## src/sv/ipv4_source_blocklist_filter_macros.svh

```systemverilog
// Assertion macros shared by the blocklist filter modules.
`ifndef IPV4_SOURCE_BLOCKLIST_FILTER_MACROS_SVH
`define IPV4_SOURCE_BLOCKLIST_FILTER_MACROS_SVH

// Same-cycle implication, disabled while reset is asserted.
`define SBF_ASSERT_NOW(label, clk, rst_n, ante, cons, msg) \
    label: assert property (@(posedge clk) disable iff (!(rst_n)) (ante) |-> (cons)) \
        else $error(msg);

// Next-cycle implication, disabled while reset is asserted.
`define SBF_ASSERT_NEXT(label, clk, rst_n, ante, cons, msg) \
    label: assert property (@(posedge clk) disable iff (!(rst_n)) (ante) |=> (cons)) \
        else $error(msg);

`endif

```

## src/sv/ipv4_sbf_pkg.sv

```systemverilog
// Package with the types and constants of the IPv4 source blocklist filter.
package ipv4_sbf_pkg;

    localparam logic [15:0] ETHERTYPE_IPV4 = 16'h0800;
    localparam logic [15:0] ETHERTYPE_IPV6 = 16'h86DD;
    localparam logic [15:0] ETH_HDR_BYTES  = 16'd14;
    localparam logic [15:0] MIN_IPV4_FRAME = 16'd34;
    localparam logic [3:0]  MIN_IHL        = 4'd5;
    localparam logic [5:0]  ADDR_BITS      = 6'd32;

    // Byte positions inside the frame.
    localparam logic [15:0] POS_TYPE_HI   = 16'd12;
    localparam logic [15:0] POS_TYPE_LO   = 16'd13;
    localparam logic [15:0] POS_IHL       = 16'd14;
    localparam logic [15:0] POS_SRC_FIRST = 16'd26;
    localparam logic [15:0] POS_SRC_LAST  = 16'd29;

    typedef enum logic [1:0] {
        CMD_FRAME  = 2'd0,
        CMD_EXACT  = 2'd1,
        CMD_PREFIX = 2'd2
    } t_cmd;

    typedef enum logic [2:0] {
        CAUSE_NONE      = 3'd0,
        CAUSE_SHORT_ETH = 3'd1,
        CAUSE_SHORT_IP  = 3'd2,
        CAUSE_BAD_IHL   = 3'd3,
        CAUSE_TRUNC_OPT = 3'd4,
        CAUSE_EXACT_HIT = 3'd5,
        CAUSE_PREFIX    = 3'd6,
        CAUSE_IPV6      = 3'd7
    } t_cause;

    typedef enum logic [2:0] {
        S_CLEAR,
        S_IDLE,
        S_SCAN,
        S_WAIT,
        S_DONE
    } t_state;

    typedef struct packed {
        logic [1:0]  cmd;
        logic [7:0]  frame_byte;
        logic        frame_end;
        logic [5:0]  entry_slot;
        logic        entry_enable;
        logic [31:0] entry_address;
        logic [5:0]  entry_prefix_bits;
    } t_item;

    // Commands from the controller to the datapath.
    typedef struct packed {
        logic accept;
        logic clear_wr;
        logic scan_rd;
        logic load_final;
    } t_ctl_cmd;

    // Status from the datapath to the controller.
    typedef struct packed {
        logic cnt_last;
        logic need_scan;
        logic out_busy;
    } t_dp_status;

endpackage

```

## src/sv/ipv4_sbf_ctrl.sv

```systemverilog
// Controller state machine: reset sweep, item acceptance, table scan and verdict load.
`include "ipv4_source_blocklist_filter_macros.svh"

module ipv4_sbf_ctrl (
    input  logic                      i_clk,
    input  logic                      i_rst_n,
    input  logic                      i_item_valid,
    input  ipv4_sbf_pkg::t_dp_status  i_status,
    output ipv4_sbf_pkg::t_ctl_cmd    o_cmd,
    output logic                      o_item_ready
);
    import ipv4_sbf_pkg::*;

    t_state r_state, n_state;

    always_ff @(posedge i_clk) begin
        if (!i_rst_n) begin
            r_state <= S_CLEAR;
        end else begin
            r_state <= n_state;
        end
    end

    always_comb begin
        n_state = r_state;
        case (r_state)
            S_CLEAR: begin
                if (i_status.cnt_last) begin
                    n_state = S_IDLE;
                end
            end
            S_IDLE: begin
                if (o_cmd.accept && i_status.need_scan) begin
                    n_state = S_SCAN;
                end
            end
            S_SCAN: begin
                if (i_status.cnt_last) begin
                    n_state = S_WAIT;
                end
            end
            S_WAIT:  n_state = S_DONE;
            S_DONE:  n_state = S_IDLE;
            default: n_state = S_CLEAR;
        endcase
    end

    always_comb begin
        o_cmd        = '0;
        o_item_ready = 1'b0;
        case (r_state)
            S_CLEAR: o_cmd.clear_wr = 1'b1;
            S_IDLE: begin
                o_item_ready = !i_status.out_busy;
                o_cmd.accept = i_item_valid && !i_status.out_busy;
            end
            S_SCAN:  o_cmd.scan_rd = 1'b1;
            S_WAIT:  o_cmd = '0;
            S_DONE:  o_cmd.load_final = 1'b1;
            default: o_cmd = '0;
        endcase
    end

    `SBF_ASSERT_NEXT(a_scan_start, i_clk, i_rst_n,
        (r_state == S_IDLE) && o_cmd.accept && i_status.need_scan, r_state == S_SCAN,
        "frame passing the header checks did not start a table scan")
    `SBF_ASSERT_NEXT(a_scan_end, i_clk, i_rst_n,
        (r_state == S_SCAN) && i_status.cnt_last, (r_state == S_WAIT) && !o_item_ready,
        "table scan did not finish after its last entry")
endmodule

```

## config.mk

```make
export PLATFORM = sky130hd
export DESIGN_NAME = ipv4_sbf_ctrl
export DESIGN_NICKNAME = d
export VERILOG_FILES = /design/src/sv/ipv4_sbf_pkg.sv /design/src/sv/ipv4_sbf_ctrl.sv
export VERILOG_INCLUDE_DIRS = /design/src /design/src/sv
export SDC_FILE = /design/constraint.sdc
export NUM_CORES = 1
export LEC_CHECK = 0
export ABC_AREA = 1
export CORE_AREA = 3 3 40 42
export CTS_BUF_LIST = sky130_fd_sc_hd__clkbuf_8
export CTS_CLUSTER_SIZE = 10
export DETAILED_ROUTE_END_ITERATION = 12
export DIE_AREA = 0 0 43 45
export DONT_BUFFER_PORTS = 1
export PLACE_DENSITY_LB_ADDON = 0.2
export SLEW_MARGIN = 30
export SYNTH_ARGS = -nofsm -noshare
export SYNTH_HDL_FRONTEND = slang
export SYNTH_SLANG_ARGS = --single-unit
```

## constraint.sdc

```tcl
create_clock -name i_clk -period 1.3 [get_ports i_clk]
set_input_delay 0 -clock i_clk [delete_from_list [all_inputs] [get_ports i_clk]]
set_output_delay 0 -clock i_clk [all_outputs]
set_load 0.01 [all_outputs]
```

==> metrics <==
drt pass-1 iters 4; Reg2Reg Setup Slack 0.35 ns; worst slew pin tran 0.3667 ns; Clock Latency Late Sink 0.21 ns; maxcap violations 0; final hold violation count 0; Min Hold Slack 0.05031 ns; clock root buffer clkbuf_8; skew final 0.0008996 ns; global route overflow 0; Core Util, Final 0.2016; Core Region 0.001285 mm²; share of layout cells above drive strength 1 0.1944; fin cells 51; top cells by area, synth dfxtp_1 32%, nor2_1 12%, inv_1 10%; DP HPWL 364.3 µm; Net Count, Synth 37; Fin Setup TNS 0 ns; FP Rows 13; Ys Warns 0; number of port buffers 0; die height 45 µm; Seq/Total Area, Yosys 0.3243; Pwr Total 0.4750 mW; worst vdd ir 0.3407 mV; DRC 0; Global Route Usage Sum 0.05403; vias per std cell a little over 4; Slew HR 0.7537; Final min period 1.043 ns; vias in the first global route between 200 and 250; mean routed wirelength per cell 8.529 µm; RR Endpoint r_state[1]$_SDFFE_PN0P_; first-pass GRT wire length 683 µm; Top-Level Pins 11; Storage cell area 60.06 µm²; initial core utilization 0.1441; R2R Path Start r_state[2]$_SDFFE_PN0P_; Largest regs r_state (3); Layout fillers 151; starting DRC count in detailed routing 3; HP Start i_status[0]; Crit Path Max Fanout 5; Post-synth EDFFs 0; Worst Setup Slack, final 0.2568 ns; status finished, final reports clean; GPL Wtd Cong 0.7004; CTS sink cnt 3; RSZ-0062 raised after global routing false; Largest Register r_state; CTS Buf Count 3; WP data required between 1 and 1.5 ns; die width 43 µm; fmax 0.9586 GHz; final max-slew violation count 0; pre-CTS setup slack between 0.3 and 0.4 ns; Cells after DPL 46; area occupied by multi-input gates 102.6 µm²; pin count of the biggest net entering global routing 6; top-count cell post-synth nor2_1; CP arrival 1.04 ns; critical path class reg -> out; synthesized area per cell 5.973 µm²; initial antenna violation count 0; synth cell count leaders 6 x nor2_1, 5 x inv_1, 5 x nand2_1; htree depth 1; Clock Path Buffers 2; Leak 0.1219 nW; synthesized cell area approximately 190 µm²; Final nets 43; final wirelength about 440 µm; HP Class in -> out; area share of the leading cell type in the synthesized netlist 0.3243; worst hold endpoint o_item_ready; Crit. End Element primary output; R2R depth 6; Vias 210; CTS tree done; asr flop ratio synth 0; PwrDens 1834 mW/mm²; hold path depth 1; FF+latch count, synth 3; largest area contributor in the synthesized netlist dfxtp_1; Synth cell types 11; antenna-violating nets left 0; synthesis-to-layout area growth 39.86%; crit path launch type flop; Synth Flop Type dfxtp_1; full die area a little under 0.002 mm²; fin area 259.0 µm²; Worst-path clk slew approximately 0.03 ns; Final setup viols 0; max reg flops 3; Syn Inst Count 31; fin crit share 0.8025; DP Area 203.9 µm²; number of diodes 0
-- cell type report --
class,count,area share
well taps,15,0.07246
multi-input cells,22,0.3961
repair buffers,1,0.03865
clock buffers,3,0.1594
inverters,6,0.08696
clock inverters,1,0.01449
flip-flops and latches,3,0.2319
-- critical path: stages, from the launching register on --
cell and delay [ns]:
dfxtp_1 0.34, inv_2 0.09, nand2_2 0.05, nor2_2 0.11
inv_1 0.06, nor2_1 0.18
-- worst max path at each step --
stage                                 start                       to  slack [ns]  depth (start not counted)
CTS                 r_state[2]$_SDFFE_PN0P_                 o_cmd[3]        0.24                          5
detailed placement  r_state[2]$_SDFFE_PN0P_  r_state[1]$_SDFFE_PN0P_        0.34                          6
global route        r_state[2]$_SDFFE_PN0P_                 o_cmd[3]        0.16                          5
finish              r_state[2]$_SDFFE_PN0P_                 o_cmd[3]        0.26                          5
global placement    r_state[0]$_SDFFE_PN0P_  r_state[1]$_SDFFE_PN0P_        0.34                          6
floorplan           r_state[2]$_SDFFE_PN0P_  r_state[1]$_SDFFE_PN0P_        0.41                          6
-- cells by family (layout without fill, tap and decap cells) --
family / after synthesis / after routing / synth area share
AND/OR/NAND/NOR: 19 / 19 / 0.4595
flip-flops: 3 / 3 / 0.3243
buffers and inverters: 6 / 11 / 0.1216
AO/OA/AOI/OAI: 3 / 3 / 0.09461
-- layout by cell type (no fill, tap or decap), types with 2 or more instances in the layout --
cell type  instances
dfxtp_1            3
inv_1              6
a21oi_1            2
nand2_1            5
nor3_1             2
nand3_1            3
clkbuf_8           3
nor2_1             6
nand2_2            2
-- routing by layer --
metal,global-route usage,vias up,wire (µm)
li1,-,106,-
met1,0.03837,94,160
met2,0.07485,8,205
met3,0.03586,2,65
met4,0.09036,0,4
met5,0,-,0
-- report_power, final --
part	leakage (nW)	total, mW	internal, mW	switching (mW)
clock network	0.0269	0.258	0.201	0.0572
logic	0.0702	0.0965	0.0331	0.0634
registers	0.0248	0.121	0.106	0.0150
total	0.122	0.475	0.339	0.136
-- timing repair --
| action | 4_1_cts | 5_1_grt |
|---|---|---|
| buffers inserted | 0 | 0 |
| gates resized for setup | 0 | 0 |
| endpoints found under the hold margin | 3 | 0 |
| hold buffers | 1 | 0 |
No activity file was read; power rests on OpenSTA's default activity.
